===== config.mk =====
export PLATFORM = sky130hd
export DESIGN_NAME = idle_sleep_window_backoff
export DESIGN_NICKNAME = d
export VERILOG_FILES = /design/src/rtl/core/isw_pkg.sv /design/src/rtl/core/isw_ctrl.sv /design/src/rtl/core/isw_dp.sv /design/src/rtl/core/idle_sleep_window_backoff.sv
export VERILOG_INCLUDE_DIRS = /design/src /design/src/rtl/core
export SDC_FILE = /design/constraint.sdc
export NUM_CORES = 1
export LEC_CHECK = 0
export ABC_AREA = 1
export BUFFER_PORTS_ARGS = -buffer_cell sky130_fd_sc_hd__buf_2
export CAP_MARGIN = 20
export CELL_PAD_IN_SITES_DETAIL_PLACEMENT = 0
export CELL_PAD_IN_SITES_GLOBAL_PLACEMENT = 1
export CORE_MARGIN = 1.5
export CORE_UTILIZATION = 45
export CTS_CLUSTER_DIAMETER = 30
export DETAILED_ROUTE_END_ITERATION = 10
export PLACE_DENSITY_LB_ADDON = 0.1
export SETUP_SLACK_MARGIN = 0.2
export SYNTH_ARGS = -nofsm -noshare
export SYNTH_HDL_FRONTEND = slang
export SYNTH_HIERARCHICAL = 1
export SYNTH_SLANG_ARGS = --single-unit

===== constraint.sdc =====
create_clock -name clk -period 6.15 [get_ports clk]
set_input_delay 1.23 -clock clk [delete_from_list [all_inputs] [get_ports clk]]
set_output_delay 1.23 -clock clk [all_outputs]
set_load 0.01 [all_outputs]

===== src/rtl/core/idle_sleep_window_backoff_assert.svh =====
// ----------------------------------------------------------------------------
// Assertion macros for the idle sleep window block
// Concurrent checks clocked on clk and masked while rst_n is low.
// ----------------------------------------------------------------------------
`ifndef IDLE_SLEEP_WINDOW_BACKOFF_ASSERT_SVH
`define IDLE_SLEEP_WINDOW_BACKOFF_ASSERT_SVH

// Same-cycle implication
`define ISW_ASSERT_NOW(label, ante, cons, msg) \
    label: assert property (@(posedge clk) disable iff (!rst_n) (ante) |-> (cons)) \
        else $error(msg);

// Next-cycle implication
`define ISW_ASSERT_NEXT(label, ante, cons, msg) \
    label: assert property (@(posedge clk) disable iff (!rst_n) (ante) |=> (cons)) \
        else $error(msg);

`endif


===== src/rtl/core/isw_pkg.sv =====
// ----------------------------------------------------------------------------
// isw_pkg
// Shared widths, register indexes and controller/datapath interface types.
// ----------------------------------------------------------------------------
package isw_pkg;

    localparam int TIME_W    = 32;
    localparam int WIN_W     = 32;
    localparam int CFG_IDX_W = 3;
    localparam int DIV_W     = TIME_W;
    localparam int CNT_W     = $clog2(DIV_W);
    localparam int STEP_W    = 6;
    localparam int STEP_CAP  = 40;

    localparam logic [CFG_IDX_W-1:0] REG_ENABLE    = 3'd0;
    localparam logic [CFG_IDX_W-1:0] REG_THRESHOLD = 3'd1;
    localparam logic [CFG_IDX_W-1:0] REG_MIN_WIN   = 3'd2;
    localparam logic [CFG_IDX_W-1:0] REG_MAX_WIN   = 3'd3;
    localparam logic [CFG_IDX_W-1:0] REG_RAMP_STEP = 3'd4;

    typedef struct packed {
        logic load;       // capture the input transaction
        logic check_res;  // result from the threshold/ramp check
        logic div_init;   // start the divider
        logic div_step;   // one quotient bit
        logic dbl_init;   // seed window and doubling count
        logic dbl_step;   // one doubling
        logic fin;        // clamp window into the result
        logic store;      // move result into the output register
    } isw_cmd_t;

    typedef struct packed {
        logic skip_zero;
        logic ramp_zero;
        logic steps_zero;
        logic out_free;
    } isw_status_t;

endpackage


===== src/rtl/core/isw_ctrl.sv =====
// ----------------------------------------------------------------------------
// isw_ctrl
// Sequencer: check, iterative divide, doubling loop, hand-off to output.
// ----------------------------------------------------------------------------
module isw_ctrl
    import isw_pkg::*;
(
    input  logic        clk,
    input  logic        rst_n,
    input  logic        in_valid,
    output logic        in_ready,
    input  isw_status_t status,
    output isw_cmd_t    cmd
);

    typedef enum logic [2:0] {
        IDLE,
        CHECK,
        DIV,
        SETUP,
        DBL,
        DONE
    } state_t;

    localparam logic [CNT_W-1:0] DivLast = CNT_W'(DIV_W - 1);

    state_t           state_reg, state_next;
    logic [CNT_W-1:0] cnt_reg, cnt_next;

    always_ff @(posedge clk or negedge rst_n)
    begin
        if (!rst_n)
        begin
            state_reg <= IDLE;
            cnt_reg   <= '0;
        end
        else
        begin
            state_reg <= state_next;
            cnt_reg   <= cnt_next;
        end
    end

    assign in_ready = (state_reg == IDLE);

    always_comb
    begin
        state_next = state_reg;
        cnt_next   = cnt_reg;
        cmd        = '0;
        case (state_reg)
            IDLE:
            begin
                if (in_valid)
                begin
                    cmd.load   = 1'b1;
                    state_next = CHECK;
                end
            end
            CHECK:
            begin
                if (status.skip_zero || status.ramp_zero)
                begin
                    cmd.check_res = 1'b1;
                    state_next    = DONE;
                end
                else
                begin
                    cmd.div_init = 1'b1;
                    cnt_next     = '0;
                    state_next   = DIV;
                end
            end
            DIV:
            begin
                cmd.div_step = 1'b1;
                cnt_next     = cnt_reg + 1'b1;
                if (cnt_reg == DivLast)
                    state_next = SETUP;
            end
            SETUP:
            begin
                cmd.dbl_init = 1'b1;
                state_next   = DBL;
            end
            DBL:
            begin
                if (status.steps_zero)
                begin
                    cmd.fin    = 1'b1;
                    state_next = DONE;
                end
                else
                    cmd.dbl_step = 1'b1;
            end
            DONE:
            begin
                // hold until the output register can take the result
                if (status.out_free)
                begin
                    cmd.store  = 1'b1;
                    state_next = IDLE;
                end
            end
            default:
                state_next = IDLE;
        endcase
    end

endmodule


===== src/rtl/core/isw_dp.sv =====
// ----------------------------------------------------------------------------
// isw_dp
// Configuration registers, idle-time subtract, restoring divider,
// doubling unit, clamp and output register.
// ----------------------------------------------------------------------------
module isw_dp
    import isw_pkg::*;
(
    input  logic                 clk,
    input  logic                 rst_n,
    input  logic                 cfg_we,
    input  logic [CFG_IDX_W-1:0] cfg_index,
    input  logic [WIN_W-1:0]     cfg_data,
    input  logic [TIME_W-1:0]    now_time,
    input  logic [TIME_W-1:0]    last_active_time,
    input  isw_cmd_t             cmd,
    output isw_status_t          status,
    output logic                 out_valid,
    input  logic                 out_ready,
    output logic [WIN_W-1:0]     sleep_window
);

    logic              enable_reg;
    logic [WIN_W-1:0]  thr_reg, min_reg, max_reg, ramp_reg;

    logic [TIME_W-1:0] idle_reg;
    logic [DIV_W-1:0]  quo_reg, rem_reg;
    logic [WIN_W-1:0]  win_reg, res_reg, out_data_reg;
    logic [STEP_W-1:0] steps_reg;
    logic              out_valid_reg;

    logic [WIN_W-1:0]  ceil_w;
    logic [TIME_W:0]   over_thr;
    logic [DIV_W:0]    trial;
    logic              trial_ge;
    logic [STEP_W-1:0] steps_sat;
    logic [WIN_W-1:0]  win_clamp;

    assign ceil_w   = (max_reg < min_reg) ? min_reg : max_reg;
    assign over_thr = {1'b0, idle_reg} - {1'b0, thr_reg};
    assign trial    = {rem_reg, quo_reg[DIV_W-1]};
    assign trial_ge = (trial >= {1'b0, ramp_reg});

    assign steps_sat = (quo_reg > DIV_W'(STEP_CAP)) ? STEP_W'(STEP_CAP)
                                                     : quo_reg[STEP_W-1:0];

    always_comb
    begin
        win_clamp = (win_reg > ceil_w) ? ceil_w : win_reg;
        if (win_clamp < min_reg)
            win_clamp = min_reg;
    end

    assign status.skip_zero  = !enable_reg || over_thr[TIME_W];
    assign status.ramp_zero  = (ramp_reg == '0);
    assign status.steps_zero = (steps_reg == '0);
    assign status.out_free   = !out_valid_reg || out_ready;

    always_ff @(posedge clk or negedge rst_n)
    begin
        if (!rst_n)
        begin
            enable_reg <= 1'b0;
            thr_reg    <= '0;
            min_reg    <= '0;
            max_reg    <= '0;
            ramp_reg   <= '0;
        end
        else if (cfg_we)
        begin
            case (cfg_index)
                REG_ENABLE:    enable_reg <= cfg_data[0];
                REG_THRESHOLD: thr_reg    <= cfg_data;
                REG_MIN_WIN:   min_reg    <= cfg_data;
                REG_MAX_WIN:   max_reg    <= cfg_data;
                REG_RAMP_STEP: ramp_reg   <= cfg_data;
                default:       ;
            endcase
        end
    end

    always_ff @(posedge clk)
    begin
        if (cmd.load)
            idle_reg <= now_time - last_active_time;

        if (cmd.check_res)
            res_reg <= status.skip_zero ? '0 : ceil_w;
        else if (cmd.fin)
            res_reg <= win_clamp;

        if (cmd.div_init)
        begin
            quo_reg <= over_thr[TIME_W-1:0];
            rem_reg <= '0;
        end
        else if (cmd.div_step)
        begin
            quo_reg <= {quo_reg[DIV_W-2:0], trial_ge};
            rem_reg <= trial_ge ? DIV_W'(trial - {1'b0, ramp_reg}) : trial[DIV_W-1:0];
        end

        if (cmd.dbl_init)
        begin
            win_reg   <= (min_reg == '0) ? WIN_W'(1) : min_reg;
            steps_reg <= steps_sat;
        end
        else if (cmd.dbl_step)
        begin
            // saturate at the ceiling and stop doubling
            if (win_reg >= ceil_w || win_reg > (ceil_w >> 1))
            begin
                win_reg   <= ceil_w;
                steps_reg <= '0;
            end
            else
            begin
                win_reg   <= {win_reg[WIN_W-2:0], 1'b0};
                steps_reg <= steps_reg - 1'b1;
            end
        end

        if (cmd.store)
            out_data_reg <= res_reg;
    end

    always_ff @(posedge clk or negedge rst_n)
    begin
        if (!rst_n)
            out_valid_reg <= 1'b0;
        else if (cmd.store)
            out_valid_reg <= 1'b1;
        else if (out_ready)
            out_valid_reg <= 1'b0;
    end

    assign out_valid    = out_valid_reg;
    assign sleep_window = out_data_reg;

endmodule


===== src/rtl/core/idle_sleep_window_backoff.sv =====
// ----------------------------------------------------------------------------
// idle_sleep_window_backoff
// Sleep window with exponential backoff from idle time and configuration.
// ----------------------------------------------------------------------------
//  channel | signals                                     | direction
//  --------+---------------------------------------------+----------
//  in      | in_valid, in_ready, now_time, last_active_time | sink
//  out     | out_valid, out_ready, sleep_window          | source
//  cfg     | cfg_valid, cfg_ready, cfg_index, cfg_data   | sink
//
//  Disabled, below threshold or zero ramp step: CHECK sets the result and DONE
//  stores it. Otherwise the restoring divider and the one-doubling-per-cycle
//  loop run first; DONE then waits until the output register is free.
//  One transaction is worked at a time; the output register holds a result
//  while the next transaction is accepted. Reset clears the configuration
//  registers to 0 and empties the output register. cfg_ready is always high.
// ----------------------------------------------------------------------------
`include "idle_sleep_window_backoff_assert.svh"

module idle_sleep_window_backoff
    import isw_pkg::*;
(
    input  logic                 clk,
    input  logic                 rst_n,
    input  logic                 in_valid,
    output logic                 in_ready,
    input  logic [TIME_W-1:0]    now_time,
    input  logic [TIME_W-1:0]    last_active_time,
    output logic                 out_valid,
    input  logic                 out_ready,
    output logic [WIN_W-1:0]     sleep_window,
    input  logic                 cfg_valid,
    output logic                 cfg_ready,
    input  logic [CFG_IDX_W-1:0] cfg_index,
    input  logic [WIN_W-1:0]     cfg_data
);

    isw_cmd_t    cmd;
    isw_status_t status;

    assign cfg_ready = 1'b1;

    isw_ctrl u_ctrl (
        .clk      (clk),
        .rst_n    (rst_n),
        .in_valid (in_valid),
        .in_ready (in_ready),
        .status   (status),
        .cmd      (cmd)
    );

    isw_dp u_dp (
        .clk              (clk),
        .rst_n            (rst_n),
        .cfg_we           (cfg_valid && cfg_ready),
        .cfg_index        (cfg_index),
        .cfg_data         (cfg_data),
        .now_time         (now_time),
        .last_active_time (last_active_time),
        .cmd              (cmd),
        .status           (status),
        .out_valid        (out_valid),
        .out_ready        (out_ready),
        .sleep_window     (sleep_window)
    );

    `ISW_ASSERT_NEXT(a_busy_after_accept, in_valid && in_ready, !in_ready,
        "controller took a second transaction while busy")
    `ISW_ASSERT_NOW(a_store_when_free, cmd.store, status.out_free,
        "result stored over an untaken output")
    `ISW_ASSERT_NEXT(a_store_shows, cmd.store, out_valid,
        "stored result not presented")

endmodule

; ---- Word-level counts from Yosys, hierarchy flattened
; Cells that the tools add are included.
[op_classes]
n_bitwise = 0
mux = 39
shifts = 0
addsub = 5
n_mul = 0
div_mod_pow = 0
n_eq_ne = 15
reduce_logical = 23
n_lt_le_gt_ge = 7
[ops]
columns = cell, n
row1 = $mux W32, 13
row2 = $logic_not A32 Y1, 2
row3 = $lt A32 B32 Y1, 2
row4 = $sub A32 B32 Y32, 2
row5 = $ge A33 B32 Y1, 1
row6 = $sub A32 B32 Y33, 1
row7 = $ge A32 B32 Y1, 1
row8 = $gt A32 B31 Y1, 1
row9 = $gt A32 B32 Y1, 1
row10 = $gt A32 B6 Y1 const B, 1
row11 = $mux W6, 4
row12 = $pmux W3 S6, 1
row13 = $mux W3, 5
row14 = $eq A3 B2 Y1 const B, 4
row15 = $mux W1, 12
row16 = $reduce_and A2 Y1, 6
row17 = $pmux W5 S2, 1
row18 = $reduce_bool A2 Y1, 5
row19 = $eq A3 B3 Y1 const B, 3
row20 = $ne A2 B2 Y1 const B, 4
row21 = $eq A3 B1 Y1 const B, 2
row22 = $logic_not A3 Y1, 2
row23 = $logic_not A6 Y1, 1
row24 = $sub A6 B1 Y6 const B, 1
row25 = 8 further kinds, 13
[word_totals]
latchBits = 0
n_memories = 0
wordCells = 104
register_bits = 336
mem_bits_rw = 0
rom_bits = 0
inputBits = 104
out_inout_bits = 35

; ---- Logic depth before layout (Yosys ltp)
; Gate-level depths: netlist (run 1).
[depth]
ltp_word = 8
mapped_depth = 46
ltp_nobuf = 44

; ---- Modules after synthesis
; Netlist (run 1), hierarchy kept.
[by_module_without_submodules]
columns = module, area_per_inst_um2, seq_area_each_um2, cells_per_inst, n_inst
row1 = isw_dp, 21981.1, 8878.5, 2731, 1
row2 = isw_ctrl, 570.5, 200.2, 72, 1
row3 = idle_sleep_window_backoff, 11.3, 0.0, 2, 1

; ---- Least setup slack after synthesis (run 1)
; OpenSTA, ideal clock, no wires.
[synth_timing]
kind = reg-to-reg
startpoint = reg u_dp.min_reg[5]
endpoint = reg u_dp.res_reg[10] (data pin)
setup_time_ps = 253
required_ps = 5897
arrival_ps = 5178
path_buffers = 3
stages_incl_launch_ff = 33
synth_period_minus_slack_ps = 5431
setup_slack_ps = 719
path_cell_list = dfrtp_1 -> inv_1 -> ha_1 -> a21oi_1 -> nor2_1 -> nor3_1 -> nand2_1 -> nand2_1 -> nand2_1 -> nand2_1 -> nand2_2 -> clkbuf_1 -> o21ai_0 -> ha_1 -> a21oi_1 -> o21a_1 -> nand2_1 -> a21oi_1 -> a21oi_4 -> inv_2 -> clkbuf_1 -> o21ai_0 -> ha_1 -> a21oi_1 -> nor2_1 -> a211oi_1 -> nor2_1 -> or4_1 -> a21oi_2 -> clkbuf_1 -> nand3_1 -> nand3_1 -> nand2_1
[synth_between]
elab_chain_cells = 8
word_cells_on_any_way = 9
classes_between = order compare (3) / mux (6)
[synth_rtl]
columns = item, line
row1 = from (decl), isw_dp.sv:24  ; logic [WIN_W-1:0] thr_reg, min_reg, max_reg, ramp_reg;
row2 = from (signal assigned), isw_dp.sv:74  ; REG_MIN_WIN: min_reg <= cfg_data;
row3 = $lt A32 B32 Y1, isw_dp.sv:39  ; assign ceil_w = (max_reg < min_reg) ? min_reg : max_reg;
row4 = $mux W32, isw_dp.sv:39
row5 = $gt A32 B32 Y1, isw_dp.sv:49  ; win_clamp = (win_reg > ceil_w) ? ceil_w : win_reg;
row6 = $mux W32, isw_dp.sv:49
row7 = $lt A32 B32 Y1, isw_dp.sv:50  ; if (win_clamp < min_reg)
row8 = $mux W32, isw_dp.sv:50
row9 = $mux W32, isw_dp.sv:89  ; else if (cmd.fin)
row10 = $mux W32 *, isw_dp.sv:87  ; if (cmd.check_res)
row11 = to (signal assigned), isw_dp.sv:88  ; res_reg <= status.skip_zero ? '0 : ceil_w;
row12 = to (signal assigned), isw_dp.sv:90  ; res_reg <= win_clamp;
row13 = to (decl), isw_dp.sv:28  ; logic [WIN_W-1:0] win_reg, res_reg, out_data_reg;
; Mark *: on every way between the ends. The rest lies on a longest branch, timed or not. The select of a mux whose other input is x is not followed.
; A chain may end at the register's enable or synchronous reset.

; ---- Worst setup path after layout (run 1)
[layout_timing]
startpoint = reg u_dp.min_reg[27]
endpoint = reg u_dp.res_reg[18] (data pin)
; The elaborated chain is that of the path after synthesis.

==> results of run 1 <==
metrics by stage:
step                      setup WS [ps]  std cells  setup TNS, ps   util  hold WS, ps
after detailed placement          -69.8       3597          -1820  0.495          405
after global routing                118       3800              0  0.574          423
after floorplan                     719       2805              0      -          400
after CTS                           243       3753              0  0.557          413
final                               444       3800              0  0.574          412
after global placement             22.2       3597              0  0.495          401
power breakdown:
group          internal, mW  total, mW  switching, mW  leakage (nW)
sequential             3.43       3.92          0.491          3.55
clock                  3.33       4.72           1.39          1.48
combinational          3.53       8.81           5.28          8.54
total                  10.3       17.5           7.17          13.6
cell type report:
class / instances / area (µm²)
fill: 4603 / 21000
multi-input combinational: 1968 / 11900
sequential: 336 / 9080
clock buffer: 101 / 2300
timing repair buffer: 262 / 1860
inverter: 413 / 1560
tap: 664 / 831
clock inverter: 55 / 766
timing repair inverter: 1 / 6.26
synthesized netlist by cell type (12+ instances only):
cell type | n | area, µm²
dfrtp_1 | 138 | 3450
o21ai_0 | 305 | 1530
a21oi_1 | 155 | 776
xor2_1 | 46 | 403
nor3_1 | 17 | 85.1
xnor2_1 | 34 | 298
clkbuf_1 | 65 | 244
edfxtp_1 | 166 | 4980
nor4_1 | 32 | 200
o211ai_1 | 23 | 173
a32o_1 | 12 | 120
inv_1 | 403 | 1510
nand3_1 | 150 | 751
a31oi_1 | 13 | 81.3
dfxtp_1 | 32 | 641
o22ai_1 | 34 | 213
nor2_1 | 142 | 533
nand2_1 | 630 | 2360
buf_2 | 17 | 85.1
nand4_1 | 24 | 150
ha_1 | 224 | 2800
worst paths after layout:
kind	endpoint
min reg2reg	u_dp/sleep_window[16]$_DFFE_PP_
min	u_dp/sleep_window[16]$_DFFE_PP_
max	u_dp/res_reg[18]$_DFFE_PP_
max in group asynchronous	u_dp/min_reg[11]$_DFFE_PN0P_
max reg2reg	u_dp/res_reg[18]$_DFFE_PP_
min in group asynchronous	u_ctrl/state_reg[0]$_DFFE_PN0P_
per-layer routing:
layer / share of wire / up-vias / global-route usage
met5: 0 / - / 0
met4: 0.029 / 0 / 0.0832
met3: 0.049 / 119 / 0.0406
met2: 0.47 / 522 / 0.407
met1: 0.45 / 9258 / 0.326
li1: - / 10100 / -
worst max-delay path, delay by kind of cell, from the launching register on:
family / cells / cell delay, ps
compound gates: 8 / 1300
buf+inv: 7 / 930
fa+ha+maj: 3 / 810
flops: 1 / 400
simple gates: 17 / 1990
placed cells by master (no fill, tap or decap), drive strengths merged, types with 13 or more instances in the layout:
cell type	netlist	routed
nor2	144	144
xnor2	34	34
buf	24	256
o211ai	23	23
nand4	24	24
nand3	153	153
clkinv	3	32
edfxtp	166	166
nor3	17	17
dfrtp	138	138
a21oi	160	160
xor2	46	46
ha	224	224
o21ai	325	325
a31oi	13	13
nand2	639	641
clkbuf	66	107
dfxtp	32	32
o22ai	35	35
inv	410	414
bufinv	0	16
nor4	32	32
cells by family (layout without fill, tap and decap cells):
family,Yosys count,in the layout,share of synthesized area
AND/OR/NAND/NOR,1034,1036,0.195
AO/OA/AOI/OAI,624,624,0.158
flip-flops,336,336,0.402
adder cells (fa/ha/maj),227,227,0.127
XOR/XNOR,80,80,0.0311
other,1,1,0.000166
buffers and inverters,503,832,0.0865
timing repair:
item                                    4_1_cts  5_1_grt
hold endpoints to repair                      0        0
pin swaps                                     0       18
gates cloned                                  0       12
endpoints found under the setup margin       32       32
resized for setup                             5      114
buffers inserted                              0       32
==> reports/results.txt, run 1 <==
Total Nets Final = 3,399
RSZ-0062 raised after global routing = no
Synth Cell Area = 22,600 µm²
DR iter-0 viols = 1,252
Drt total wl = 64.2 mm
Sequential fraction of the synthesis area = 0.402
Synth async-reset ratio = 0.411
Total Routing Usage GR = 0.246
CTS tree = yes
Core ar. = 49,300 µm²
Setup-failing EPs final = 0
Relative slew slack = 0.315
CTS root buf = clkbuf_16
Port Buffers = 137
DRC = 0
Cells after Synth = 2,805
Hold Vio Cnt, Final = 0
Actual slew at the worst max-slew pin = 1030 ps
Number of H-tree levels = 3
Vias = 20,000
# rows = 81
Die width = 227 µm
Design area = 28,300 µm²
Post-synth EDFFs = 166
Total grt overflow = 0
Num CTS Buffers = 86
Clk_lat worst skew = 600 ps
Tmin final = 5710 ps
Fin crit share = 0.928
DP HPWL = 47.7 mm
N_diodes = 0
Initial antenna violation count = 0
Hold path start = u_dp/res_reg[16]$_DFFE_PP_
Mapped Nets = 3,136
Worst IR Drop VDD = 0.000386 V
Final Power = 17.5 mW
DR pass1 iterations = 5
Share of layout cells above drive strength 1 = 0.167
Largest net degree at the start of global routing = 86
Reg2reg path depth = 35
Slowest cell delay on critical path = 530 ps
Antenna Violating Nets Remaining = 0
Fmax achieved = 175 MHz
Lkg Pwr = 13.6 nW
Die Y = 227 µm
Synth unique cells = 64
Crit path top cell by count = nand2_1
Slowest CP cell = or4_4
Status = finished clean
Type of the tightest min-delay check = reg -> reg
CP max FO = 13
Crit path launch type = register
Seq cells post-synth = 336
Clock Path Buffers = 3
Synthesized area per cell = 8.04 µm²
Layout area overhead = 25.3%
Final Slew Violations = 0
WL/cell = 16.9 µm
MaxCap Viol Count = 0
Worst Clk Skew = 26.7 ps
Worst Path Arrival = 6050 ps
Routability cong. = 0.866
FF-to-FF setup slack = 440 ps
CTS Hold Bufs = 0
CTS clk-pin slew, worst paths = 50 ps
WP data required = 6490 ps
Clock sink count = 336
Via density = 5.25
Die area = 51,500 µm²
Vias in the first global route = 19,000
Primary FF master, synth = edfxtp_1
CP Class = reg -> reg
WHS Path Cells = 0
Pwr Density = 617 nW/µm²
Ports = 139
Initial Util = 0.458
Placed cell areas = 24,400 µm²
Synth warn = 6
Crit. Startpoint = u_dp/min_reg[27]$_DFFE_PN0P_
First-pass GRT wire length = 99.5 mm
Worst r2r src = u_dp/min_reg[27]$_DFFE_PN0P_
Crit end category = register
Power figures use the tool's default switching activity.
==> run 2, diff against run 1 <==
- PLACE_DENSITY: unset -> 0.9
- PLACE_DENSITY_LB_ADDON: 0.1 -> unset
==> run 2 against run 1 <==
Core utilization shrank 1.1 points. Largest power group unchanged. First-iteration DRC count grew 10%. Clock-buffer cell count shrank 10. Combinational power is essentially flat. Critical path type unchanged. Hold slack lost 1.8 ps. Cell area shrank 1.8%.
==> reports/results.txt, run 2 (same netlist as run 1, synthesis figures left out) <==
Setup-failing EPs final = 0 (unchanged)
Drt total wl = 63.0 mm (-1.8%)
Design area = 27,800 µm² (-1.8%)
DR iter-0 viols = 1,383 (+10%)
Pwr Density = 611 nW/µm² (-1.1%)
Antenna Violating Nets Remaining = 0 (unchanged)
Die width = 227 µm (unchanged)
Worst IR Drop VDD = 0.000409 V (+6.0%)
Hold Vio Cnt, Final = 0 (unchanged)
# rows = 81 (unchanged)
Seq. cell area = 9080 µm² (about the same)
Total grt overflow = 0 (unchanged)
Vias in the first global route = 19,300 (+1.3%)
Multi-input gate area = 11,800 µm² (-0.24%)
CP max FO = 15 (+2)
Clock Path Buffers = 3 (unchanged)
Fin Hold WS = 410 ps (-1.80 ps)
Worst Path Arrival = 6250 ps (+200 ps)
Tmin final = 5890 ps (+188 ps)
Fillers = 4,428 (-3.8%)
Actual slew at the worst max-slew pin = 1040 ps (+14.6 ps)
Type of the tightest min-delay check = reg -> reg
DP HPWL = 46.1 mm (-3.3%)
Number of H-tree levels = 3 (unchanged)
Vias = 20,100 (+0.91%)
Crit path launch type = register
First-pass GRT wire length = 97.4 mm (-2.0%)
Share of layout cells above drive strength 1 = 0.160 (-0.00726)
MaxCap Viol Count = 0 (unchanged)
Largest net degree at the start of global routing = 92 (+7.0%)
Fmax achieved = 170 MHz (-3.2%)
CTS clk-pin slew, worst paths = 50 ps (about the same)
Slowest CP cell = or4_4
Die area = 51,500 µm² (unchanged)
CP Class = reg -> reg
Relative slew slack = 0.306 (-0.00975)
Crit path top cell by count = nand2_1
Ports = 139 (unchanged)
Clk_lat worst skew = 630 ps (+30 ps)
Core ar. = 49,300 µm² (unchanged)
Final TNS setup = 0 ps (unchanged)
Initial Util = 0.458 (unchanged)
Total Nets Final = 3,363 (-1.1%)
Commonest non-fill, non-tap cells in the layout = nand2_1 (616), inv_1 (387), o21ai_0 (263)
Total Routing Usage GR = 0.239 (-0.00689)
N_diodes = 0 (unchanged)
Final Slew Violations = 0 (unchanged)
Clock sink count = 336 (unchanged)
WP data required = 6500 ps (about the same)
RSZ-0062 raised after global routing = yes
DR pass1 iterations = 7 (+2)
WL/cell = 16.7 µm (-0.83%)
Placed cell areas = 24,200 µm² (-0.46%)
Routability cong. = 0.936 (+8.1%)
Via density = 5.35 (+2.0%)
Fin cells = 3,761 (-1.0%)
Slowest cell delay on critical path = 530 ps (about the same)
Fin util = 0.563 (-0.0106)
Die Y = 227 µm (unchanged)
Crit end category = register
Fin crit share = 0.958 (+0.0306)
Port Buffers = 137 (unchanged)
Layout area overhead = 23.0%
Commonest non-fill, non-tap cell in the layout = nand2_1
DRC = 0 (unchanged)
Num CTS Buffers = 77 (-10%)
Placed Cells incl. Taps = 3,579 (-0.50%)
Status = finished clean
Lkg Pwr = 13.3 nW (-2.2%)
CTS tree = yes
Worst Clk Skew = 41.9 ps (+15.2 ps)
Initial antenna violation count = 4 (+4)
CTS root buf = clkbuf_16
[run 2: per-stage QoR]
| step | worst slack [ps] | power, mW |
|---|---|---|
| floorplan | 719 | 9.70 |
| global placement | 141 | 11.3 |
| detailed placement | -107 | 11.7 |
| CTS | 216 | 16.0 |
| global route | 89.5 | 18.3 |
| finish | 256 | 16.9 |
[run 2: worst paths after layout]
| check | from | endpoint | slack (ps) | depth (start not counted) |
|---|---|---|---|---|
| max | u_dp/min_reg[11]$_DFFE_PN0P_ | u_dp/res_reg[8]$_DFFE_PP_ | 260 | 34 |
| min | u_dp/res_reg[21]$_DFFE_PP_ | u_dp/sleep_window[21]$_DFFE_PP_ | 410 | 0 |
| max reg2reg | u_dp/min_reg[11]$_DFFE_PN0P_ | u_dp/res_reg[8]$_DFFE_PP_ | 260 | 34 |
| min reg2reg | u_dp/res_reg[21]$_DFFE_PP_ | u_dp/sleep_window[21]$_DFFE_PP_ | 410 | 0 |
| max in group asynchronous | rst_n | u_dp/ramp_reg[31]$_DFFE_PN0P_ | 4210 | 2 |
| min in group asynchronous | rst_n | u_dp/thr_reg[7]$_DFFE_PN0P_ | 670 | 1 |
[run 2: cell type report]
cell class / instances / share of cell area
Clock buffer: 91 / 0.0747
Clock inverter: 53 / 0.0242
Inverter: 413 / 0.0565
Multi-Input combinational cell: 1967 / 0.427
Sequential cell: 336 / 0.327
Tap cell: 664 / 0.0299
Timing Repair Buffer: 235 / 0.0602
Timing Repair inverter: 2 / 0.000631
[run 2: layer usage]
metal  GRT usage  up-vias  part of all wire
met5           0        -           0.00084
met4       0.103        8             0.037
met2       0.401      647              0.48
met1       0.304     9384              0.42
li1            -     9968                 -
met3      0.0404      125             0.060
[run 2: worst max-delay path, delay by kind of cell (launching register included)]
family	cells	cell delay (ps)
AOI/OAI and AO/OA	10	1650
adders and majority gates	3	910
buffers and inverters	7	920
DFF	1	390
and+or+nand+nor	14	1690
[run 2: repair_timing]
item,4_1_cts,5_1_grt
cloned,0,11
pin swaps,0,24
endpoints found under the setup margin,32,32
buffers inserted,0,24
hold buffers,0,0
gates resized for setup,7,120
[run 2: power by group]
part           internal [mW]  switching, mW  total, mW
Combinational           3.44           5.38       8.82
Sequential              3.43          0.492       3.92
Clock                   2.76           1.44       4.20
Total                   9.63           7.31       16.9
